[src/rtl/core/printf_format_argtype_parser_defines.svh]
// Assertion macros shared by the parser RTL.
`ifndef PRINTF_FORMAT_ARGTYPE_PARSER_DEFINES_SVH
`define PRINTF_FORMAT_ARGTYPE_PARSER_DEFINES_SVH

// Check that a condition implies a consequence in the same cycle.
`define PFAP_ASSERT_NOW(lbl, clk, rst, ante, cons, msg) \
   lbl: assert property (@(posedge clk) disable iff (rst) (ante) |-> (cons)) \
      else $error(msg);

// Check that a condition implies a consequence in the next cycle.
`define PFAP_ASSERT_NEXT(lbl, clk, rst, ante, cons, msg) \
   lbl: assert property (@(posedge clk) disable iff (rst) (ante) |=> (cons)) \
      else $error(msg);

`endif

[src/rtl/core/pfap_pkg.sv]
`default_nettype none
package pfap_pkg;

   // Format string bytes with a fixed meaning
   localparam logic [7:0] CHR_NUL     = 8'h00;
   localparam logic [7:0] CHR_PERCENT = 8'h25;
   localparam logic [7:0] CHR_DOT     = 8'h2E;
   localparam logic [7:0] CHR_STAR    = 8'h2A;
   localparam logic [7:0] CHR_DOLLAR  = 8'h24;
   localparam logic [7:0] CHR_UPPER_L = 8'h4C;
   localparam logic [7:0] CHR_LOWER_L = 8'h6C;
   localparam logic [7:0] CHR_LOWER_H = 8'h68;

   // Argument type codes and modifier flags
   localparam logic [11:0] TYPE_INT     = 12'h000;
   localparam logic [11:0] TYPE_CHAR    = 12'h001;
   localparam logic [11:0] TYPE_STRING  = 12'h003;
   localparam logic [11:0] TYPE_POINTER = 12'h005;
   localparam logic [11:0] TYPE_DOUBLE  = 12'h007;
   localparam logic [11:0] FLAG_LLONG   = 12'h100;
   localparam logic [11:0] FLAG_LONG    = 12'h200;
   localparam logic [11:0] FLAG_SHORT   = 12'h400;
   localparam logic [11:0] FLAG_PTR     = 12'h800;

   // Directive stage bits
   localparam logic [3:0] MASK_FLAGS = 4'h1;
   localparam logic [3:0] MASK_WIDTH = 4'h2;
   localparam logic [3:0] MASK_PREC  = 4'h4;
   localparam logic [3:0] MASK_LEN   = 4'h8;

   // Result kinds
   localparam logic KIND_ARG     = 1'b0;
   localparam logic KIND_SUMMARY = 1'b1;

   localparam logic [15:0] COUNT_MAX      = 16'hFFFF;
   localparam logic [15:0] CAPACITY_RESET = 16'hFFFF;

   typedef struct packed {
      logic        in_directive;
      logic [3:0]  stage_mask;
      logic [11:0] pending_type;
      logic [15:0] arg_count;
   } pfap_state_type;

   typedef struct packed {
      logic        kind;
      logic [15:0] arg_index;
      logic [11:0] arg_type;
      logic [15:0] total_count;
   } pfap_rsp_type;

endpackage
`default_nettype wire

[src/rtl/core/pfap_in_stage.sv]
`default_nettype none
module pfap_in_stage (
   input  wire logic       clock,
   input  wire logic       reset,
   input  wire logic       req_valid,
   output logic            req_ready,
   input  wire logic [7:0] req_char_code,
   input  wire logic       take,
   output logic            held_valid,
   output logic [7:0]      held_char
);
   logic       valid_ff, valid_in;
   logic [7:0] char_ff;

   // Accept a beat whenever the register is empty or drains this cycle
   assign req_ready = !valid_ff || take;
   assign valid_in  = (req_valid && req_ready) || (valid_ff && !take);

   always_ff @(posedge clock) begin
      if (reset) begin
         valid_ff <= 1'b0;
      end else begin
         valid_ff <= valid_in;
      end
   end

   // Capture the byte on every accepted beat
   always_ff @(posedge clock) begin
      if (req_valid && req_ready) begin
         char_ff <= req_char_code;
      end
   end

   assign held_valid = valid_ff;
   assign held_char  = char_ff;
endmodule
`default_nettype wire

[src/rtl/core/pfap_decode.sv]
`default_nettype none
module pfap_decode (
   input  wire logic [7:0]            char_code,
   input  wire pfap_pkg::pfap_state_type cur,
   input  wire logic [15:0]           capacity,
   output pfap_pkg::pfap_state_type   nxt,
   output logic                       emit,
   output pfap_pkg::pfap_rsp_type     rsp
);
   import pfap_pkg::*;

   logic        arg_req;
   logic [11:0] arg_type;
   logic [11:0] t;
   logic [3:0]  s;
   logic        dir;

   // Classify the byte and update the directive state
   always_comb begin
      t        = cur.pending_type;
      s        = cur.stage_mask;
      dir      = cur.in_directive;
      arg_req  = 1'b0;
      arg_type = TYPE_INT;
      if (char_code == CHR_NUL) begin
         dir = 1'b0;
         s   = '0;
         t   = '0;
      end else if (!cur.in_directive) begin
         if (char_code == CHR_PERCENT) begin
            dir = 1'b1;
            s   = '0;
            t   = '0;
         end
      end else begin
         unique case (char_code) inside
            CHR_PERCENT: dir = 1'b0;
            "d", "i", "o", "u", "x", "X": begin
               arg_req  = 1'b1;
               arg_type = t & ~FLAG_LLONG;
               dir      = 1'b0;
            end
            "f", "F", "e", "E", "g", "G", "a", "A": begin
               arg_req  = 1'b1;
               arg_type = ((t & FLAG_LLONG) != '0) ? (FLAG_LLONG | TYPE_DOUBLE) : TYPE_DOUBLE;
               dir      = 1'b0;
            end
            "c": begin
               arg_req  = 1'b1;
               arg_type = TYPE_CHAR;
               dir      = 1'b0;
            end
            "s": begin
               arg_req  = 1'b1;
               arg_type = TYPE_STRING;
               dir      = 1'b0;
            end
            "p": begin
               arg_req  = 1'b1;
               arg_type = TYPE_POINTER;
               dir      = 1'b0;
            end
            "n": begin
               arg_req  = 1'b1;
               arg_type = FLAG_PTR;
               dir      = 1'b0;
            end
            CHR_UPPER_L: begin
               s = s | MASK_LEN;
               t = t | FLAG_LLONG;
            end
            "j", "z", "t": begin
               s = s | MASK_LEN;
               t = t | FLAG_LONG;
            end
            CHR_LOWER_L: begin
               s = s | MASK_LEN;
               t = t | (((t & (FLAG_LONG | FLAG_LLONG)) != '0) ? FLAG_LLONG : FLAG_LONG);
            end
            CHR_LOWER_H: begin
               s = s | MASK_LEN;
               t = ((t & FLAG_SHORT) != '0) ? TYPE_CHAR : (t | FLAG_SHORT);
            end
            ["0":"9"]: begin
               if ((s & MASK_LEN) != '0) begin
                  dir = 1'b0;
               end else if ((s & MASK_PREC) == '0) begin
                  s = s | MASK_WIDTH;
               end
            end
            CHR_DOT: s = s | MASK_PREC;
            "#", "+", "-", "'": begin
               if ((s & (MASK_LEN | MASK_WIDTH | MASK_PREC)) != '0) begin
                  dir = 1'b0;
               end else begin
                  s = s | MASK_FLAGS;
               end
            end
            CHR_DOLLAR: begin
               if ((s & MASK_LEN) != '0 || (s & (MASK_WIDTH | MASK_PREC)) == '0) begin
                  dir = 1'b0;
               end
            end
            CHR_STAR: begin
               if ((s & MASK_LEN) != '0) begin
                  dir = 1'b0;
               end else begin
                  arg_req  = 1'b1;
                  arg_type = TYPE_INT;
               end
            end
            default: dir = 1'b0;
         endcase
      end
   end

   // Count the argument and build the result beat
   always_comb begin
      nxt.in_directive = dir;
      nxt.stage_mask   = s;
      nxt.pending_type = t;
      nxt.arg_count    = cur.arg_count;
      emit             = 1'b0;
      rsp.kind         = KIND_ARG;
      rsp.arg_index    = cur.arg_count;
      rsp.arg_type     = arg_type;
      rsp.total_count  = '0;
      if (char_code == CHR_NUL) begin
         nxt.arg_count   = '0;
         emit            = 1'b1;
         rsp.kind        = KIND_SUMMARY;
         rsp.arg_index   = '0;
         rsp.arg_type    = '0;
         rsp.total_count = cur.arg_count;
      end else if (arg_req) begin
         emit = cur.arg_count < capacity;
         if (cur.arg_count != COUNT_MAX) begin
            nxt.arg_count = cur.arg_count + 16'd1;
         end
      end
   end
endmodule
`default_nettype wire

[src/rtl/core/printf_format_argtype_parser.sv]
// Channel  Ports                         Direction  Beat
// req      req_valid/req_ready           in         one format byte (req_char_code)
// rsp      rsp_valid/rsp_ready           out        argument type or end summary
// csr      csr_valid/csr_ready           in         capacity register write
//
// One byte per cycle sustained while rsp_ready holds; a byte sits in the input
// register, and decode loads its result into the result register once that
// register is free or draining. The directive state is registered with the result.
// Reset is synchronous: it clears the parse state and sets capacity to 65535.
// While a result waits, the next byte stays in the input register and the
// request side stalls once that register is full.
`default_nettype none
`include "printf_format_argtype_parser_defines.svh"
module printf_format_argtype_parser (
   input  wire logic        clock,
   input  wire logic        reset,
   input  wire logic        req_valid,
   output logic             req_ready,
   input  wire logic [7:0]  req_char_code,
   output logic             rsp_valid,
   input  wire logic        rsp_ready,
   output logic             rsp_kind,
   output logic [15:0]      rsp_arg_index,
   output logic [11:0]      rsp_arg_type,
   output logic [15:0]      rsp_total_count,
   input  wire logic        csr_valid,
   output logic             csr_ready,
   input  wire logic [15:0] csr_capacity
);
   import pfap_pkg::*;

   logic           held_valid;
   logic [7:0]     held_char;
   logic           take;
   logic           emit;
   logic           rsp_valid_ff, rsp_valid_in;
   logic [15:0]    capacity_ff;
   pfap_state_type state_ff, state_in;
   pfap_rsp_type   rsp_ff, rsp_in;

   // Decode the held byte when the result register is free or draining
   assign take = held_valid && (!rsp_valid_ff || rsp_ready);

   pfap_in_stage u_in_stage (
      .clock         (clock),
      .reset         (reset),
      .req_valid     (req_valid),
      .req_ready     (req_ready),
      .req_char_code (req_char_code),
      .take          (take),
      .held_valid    (held_valid),
      .held_char     (held_char)
   );

   pfap_decode u_decode (
      .char_code (held_char),
      .cur       (state_ff),
      .capacity  (capacity_ff),
      .nxt       (state_in),
      .emit      (emit),
      .rsp       (rsp_in)
   );

   // Write the capacity register on every config beat
   assign csr_ready = 1'b1;

   always_ff @(posedge clock) begin
      if (reset) begin
         capacity_ff <= CAPACITY_RESET;
      end else if (csr_valid) begin
         capacity_ff <= csr_capacity;
      end
   end

   // Advance the parse state once per decoded byte
   always_ff @(posedge clock) begin
      if (reset) begin
         state_ff <= '0;
      end else if (take) begin
         state_ff <= state_in;
      end
   end

   // Load or drop the result beat
   assign rsp_valid_in = take ? emit : (rsp_valid_ff && !rsp_ready);

   always_ff @(posedge clock) begin
      if (reset) begin
         rsp_valid_ff <= 1'b0;
      end else begin
         rsp_valid_ff <= rsp_valid_in;
      end
   end

   always_ff @(posedge clock) begin
      if (take && emit) begin
         rsp_ff <= rsp_in;
      end
   end

   assign rsp_valid       = rsp_valid_ff;
   assign rsp_kind        = rsp_ff.kind;
   assign rsp_arg_index   = rsp_ff.arg_index;
   assign rsp_arg_type    = rsp_ff.arg_type;
   assign rsp_total_count = rsp_ff.total_count;

   `PFAP_ASSERT_NEXT(a_term_summary, clock, reset, take && held_char == CHR_NUL, rsp_valid_ff && rsp_ff.kind == KIND_SUMMARY && state_ff == '0, "terminator did not yield a summary and clear state")
   `PFAP_ASSERT_NOW(a_summary_fields, clock, reset, rsp_valid_ff && rsp_ff.kind == KIND_SUMMARY, rsp_ff.arg_index == '0 && rsp_ff.arg_type == '0, "summary carries argument fields")
   `PFAP_ASSERT_NOW(a_arg_fields, clock, reset, rsp_valid_ff && rsp_ff.kind == KIND_ARG, rsp_ff.total_count == '0, "argument result carries a count")
   `PFAP_ASSERT_NEXT(a_count_monotone, clock, reset, take && held_char != CHR_NUL, state_ff.arg_count >= $past(state_ff.arg_count), "argument count went down")
   `PFAP_ASSERT_NOW(a_empty_ready, clock, reset, !held_valid, req_ready, "empty input register refused a beat")
endmodule
`default_nettype wire

[config.mk]
export PLATFORM = sky130hd
export DESIGN_NAME = printf_format_argtype_parser
export DESIGN_NICKNAME = d
export VERILOG_FILES = /design/src/rtl/core/pfap_pkg.sv /design/src/rtl/core/pfap_in_stage.sv /design/src/rtl/core/pfap_decode.sv /design/src/rtl/core/printf_format_argtype_parser.sv
export VERILOG_INCLUDE_DIRS = /design/src /design/src/rtl/core
export SDC_FILE = /design/constraint.sdc
export NUM_CORES = 1
export LEC_CHECK = 0
export BUFFER_PORTS_ARGS = -buffer_cell sky130_fd_sc_hd__buf_2
export CORE_ASPECT_RATIO = 1.5
export CORE_MARGIN = 2
export CORE_UTILIZATION = 35
export CTS_CLUSTER_DIAMETER = 30
export DETAILED_ROUTE_END_ITERATION = 10
export PLACE_DENSITY = 0.62
export SETUP_SLACK_MARGIN = 0.3
export SLEW_MARGIN = 0
export SYNTH_ARGS = -nofsm -noshare
export SYNTH_HDL_FRONTEND = slang
export SYNTH_SLANG_ARGS = --single-unit
[constraint.sdc]
create_clock -name clock -period 13.85 [get_ports clock]
set_input_delay 2.77 -clock clock [delete_from_list [all_inputs] [get_ports clock]]
set_output_delay 2.77 -clock clock [all_outputs]
set_load 0.05 [all_outputs]
==> qor.csv <==
metric;value;unit
number of synthesized flops with an enable pin;49;
Synth cell types;62;
Ant. Diodes;0;
Non-Filler Instances;656;
DR pass1 iterations;4;
worst hold start;state_ff[29]$_SDFFE_PP0P_;
Post-synth top flop;edfxtp_1;
Placement Rows;50;
Mapped Cells;435;
largest net degree at the start of global routing;42;
top routing layer in use;met4;
worst path required time;11.08;ns
Reg-to-Reg End;state_ff[13]$_SDFFE_PP0P_;
crit path kind;input port to primary output;
Worst R2R Setup Slack;10.60;ns
number of global-route vias before repair;3370;
CTS Sinks;91;
routed wl met3;442;microns
fin crit period;6.216;ns
Seq cells post-synth;91;
crit share post-route;44.88;%
Synthesis Warnings;0;
leak pwr;2.052;nW
first-pass GRT wire length;16.53;mm
DR iter-0 viols;188;
setup ws final;7.634;ns
max cap viols;0;
DRC;0;
Seq/Total Area, Yosys;51.51;%
io pins;77;
FF-to-FF Start;u_in_stage.held_char[3]$_DFFE_PP_;
total chip power;0.5534;mW
Worst EP arrival;3.45;ns
Least-Margin Pin Slew;1.206;ns
Net Count, Synth;480;
DIE AREA;0.01377;sq mm
status;finished clean;
H-tree Lvls;3;
Reg clk slew, reported paths;0.06;ns
Worst Hold Class;flop to flop;
final setup violation count;0;
RSZ-0062 raised after global routing;no;
WL final;9.976;mm
die height;142.7;microns
clk_lat worst skew;0.34;ns
Post-Syn Area;0.004489;sq mm
Worst Hold End;state_ff[29]$_SDFFE_PP0P_;
Pins Over Slew Limit;0;
port buffer count;75;
CTS Buf Count;9;
relative slew slack;19.28;%
RePlAce Congestion;0.8647;
Hold Buf Count CTS;0;
pwr/cell area;106.3;mW/mm^2
Initial Utilization;35.88;%
crit path from;rsp_ready;
Inst Count DP;640;
total number of vias;3510;
Nets;540;
clk buf depth;2;
Fin Setup TNS;0;ns
total grt overflow;0;
met2 WL;5.093;mm
Vias/cell;5.351;
wire length on met1;4.238;mm
final hold vios;0;
skew final;0.006497;ns
DP Wirelength;7.350;mm
Worst Hold Depth;2;
WL per Instance;15.21;microns
Filler cells;1238;
asr flop ratio synth;0;%
fmax;160.9;MHz
post-CTS sizing;0;
Routed Antenna Nets;0;
area grow syn2layout;16.03;%
antenna violations before repair;0;
Critical Path End Type;primary output;
maximum vdd drop;0.08092;mV
CP startpoint kind;input port;
GRT Resource Usage Total;15.41;%
CTS tree;built;
postcts setup bufs;0;
CP max FO;5;
share of layout cells above drive strength 1;20.80;%
Syn Area/Cell;10.32;sq um
Die X;96.47;microns
r2r worst-path depth;8;
Core Area;0.01251;sq mm
Root Driver;clkbuf_16;
post-place setup slack;7.633;ns
-- state kept, by name, indices dropped and copies added (netlist names) --
register / cells
state_ff: 24
capacity_ff: 16
rsp_arg_index: 16
rsp_total_count: 16
rsp_arg_type: 8
u_in_stage.held_char: 8
rsp_kind: 1
rsp_valid: 1
u_in_stage.held_valid: 1
-- routing by layer --
layer  vias up  GRT usage [%]
met5         -              0
met4         0          6.375
met3        15          3.061
met2        92          24.96
met1      1656          19.89
li1       1747              -
-- stage by stage --
stage / util [%] / instance area [sq um] / hold WS (ns)
after floorplan: - / 4489 / 0.4255
final: 41.63 / 5209 / 0.4659
after global routing: 41.63 / 5209 / 0.4741
after global placement: 39.44 / 4935 / 0.4342
after CTS: 41.63 / 5209 / 0.4661
after detailed placement: 39.44 / 4935 / 0.4576
-- how the worst max path moves through the flow --
stage,cells past startpoint,end,slack [ns]
global placement,4,req_ready,7.67
global route,4,req_ready,7.53
finish,4,req_ready,7.63
floorplan,3,rsp_arg_index[0]$_SDFFCE_PP0P_,7.46
detailed placement,4,req_ready,7.63
CTS,4,req_ready,7.63
-- cell usage after synthesis (4+ instances only) --
library cell   n  area share (%)
edfxtp_1      49              33
dfxtp_1       42              19
nand2_1       35             2.9
and3_1        22             3.1
o211ai_1      22             3.7
a21oi_1       21             2.3
inv_1         20             1.7
nor2_1        20             1.7
o21ai_0       20             2.2
and2_1        19             2.6
ha_1          16             4.5
clkbuf_1      12             1.0
or4_1         10             1.7
nand2b_1       9             1.3
nand3_1        9             1.0
nand4_1        9             1.3
or3_1          8             1.1
a21o_1         7             1.2
buf_2          7            0.78
buf_4          7             1.2
nor3_1         5            0.56
nor2b_1        4            0.56
o31ai_1        4            0.67
-- kinds of logic (layout without fill, tap and decap cells) --
family / Yosys count / count (layout) / synth area share (%)
flops: 91 / 91 / 51.51
other cells: 2 / 2 / 0.1673
compound gates: 100 / 100 / 15.33
xor+xnor: 1 / 1 / 0.1951
buf+inv: 50 / 115 / 5.295
mux: 3 / 3 / 0.6689
simple gates: 172 / 172 / 22.38
fa+ha+maj: 16 / 16 / 4.459
-- worst max-delay path: stages --
cell,delay [ns]
buf_2,0.09
nor2b_1,0.26
nand2_1,0.10
buf_2,0.22
-- report_power, final --
| part | leakage [nW] | internal [mW] | switching (mW) | total (mW) |
|---|---|---|---|---|
| combinational | 1.18 | 0.0124 | 0.0181 | 0.0305 |
| sequential | 0.734 | 0.288 | 0.00817 | 0.296 |
| clock | 0.138 | 0.124 | 0.104 | 0.227 |
| total | 2.05 | 0.424 | 0.130 | 0.553 |
-- area by class of cell --
class | count | area [sq um] | area share, %
flip-flops and latches | 91 | 2312 | 44.39
clock buffers | 10 | 229.0 | 4.396
multi-input cells | 294 | 1951 | 37.45
inverters | 21 | 78.83 | 1.513
clock inverters | 6 | 45.04 | 0.8648
well taps | 156 | 195.2 | 3.747
repair buffers | 78 | 397.9 | 7.639
-- placed cells by master, fill, tap and decap left out, types with 4 or more instances in the layout --
master / instances
o31ai_1: 4
and2_1: 19
nand4_1: 9
and3_1: 22
nand2b_1: 9
buf_2: 75
a21oi_1: 21
or3_1: 8
ha_1: 16
nor2_1: 20
or4_1: 10
clkbuf_16: 9
nor2b_1: 4
inv_1: 20
o211ai_1: 22
o21ai_0: 19
nand2_1: 35
inv_6: 4
nor3_1: 5
dfxtp_1: 42
edfxtp_1: 49
a21o_1: 7
nand3_1: 9
Power figures use the tool's default switching activity.
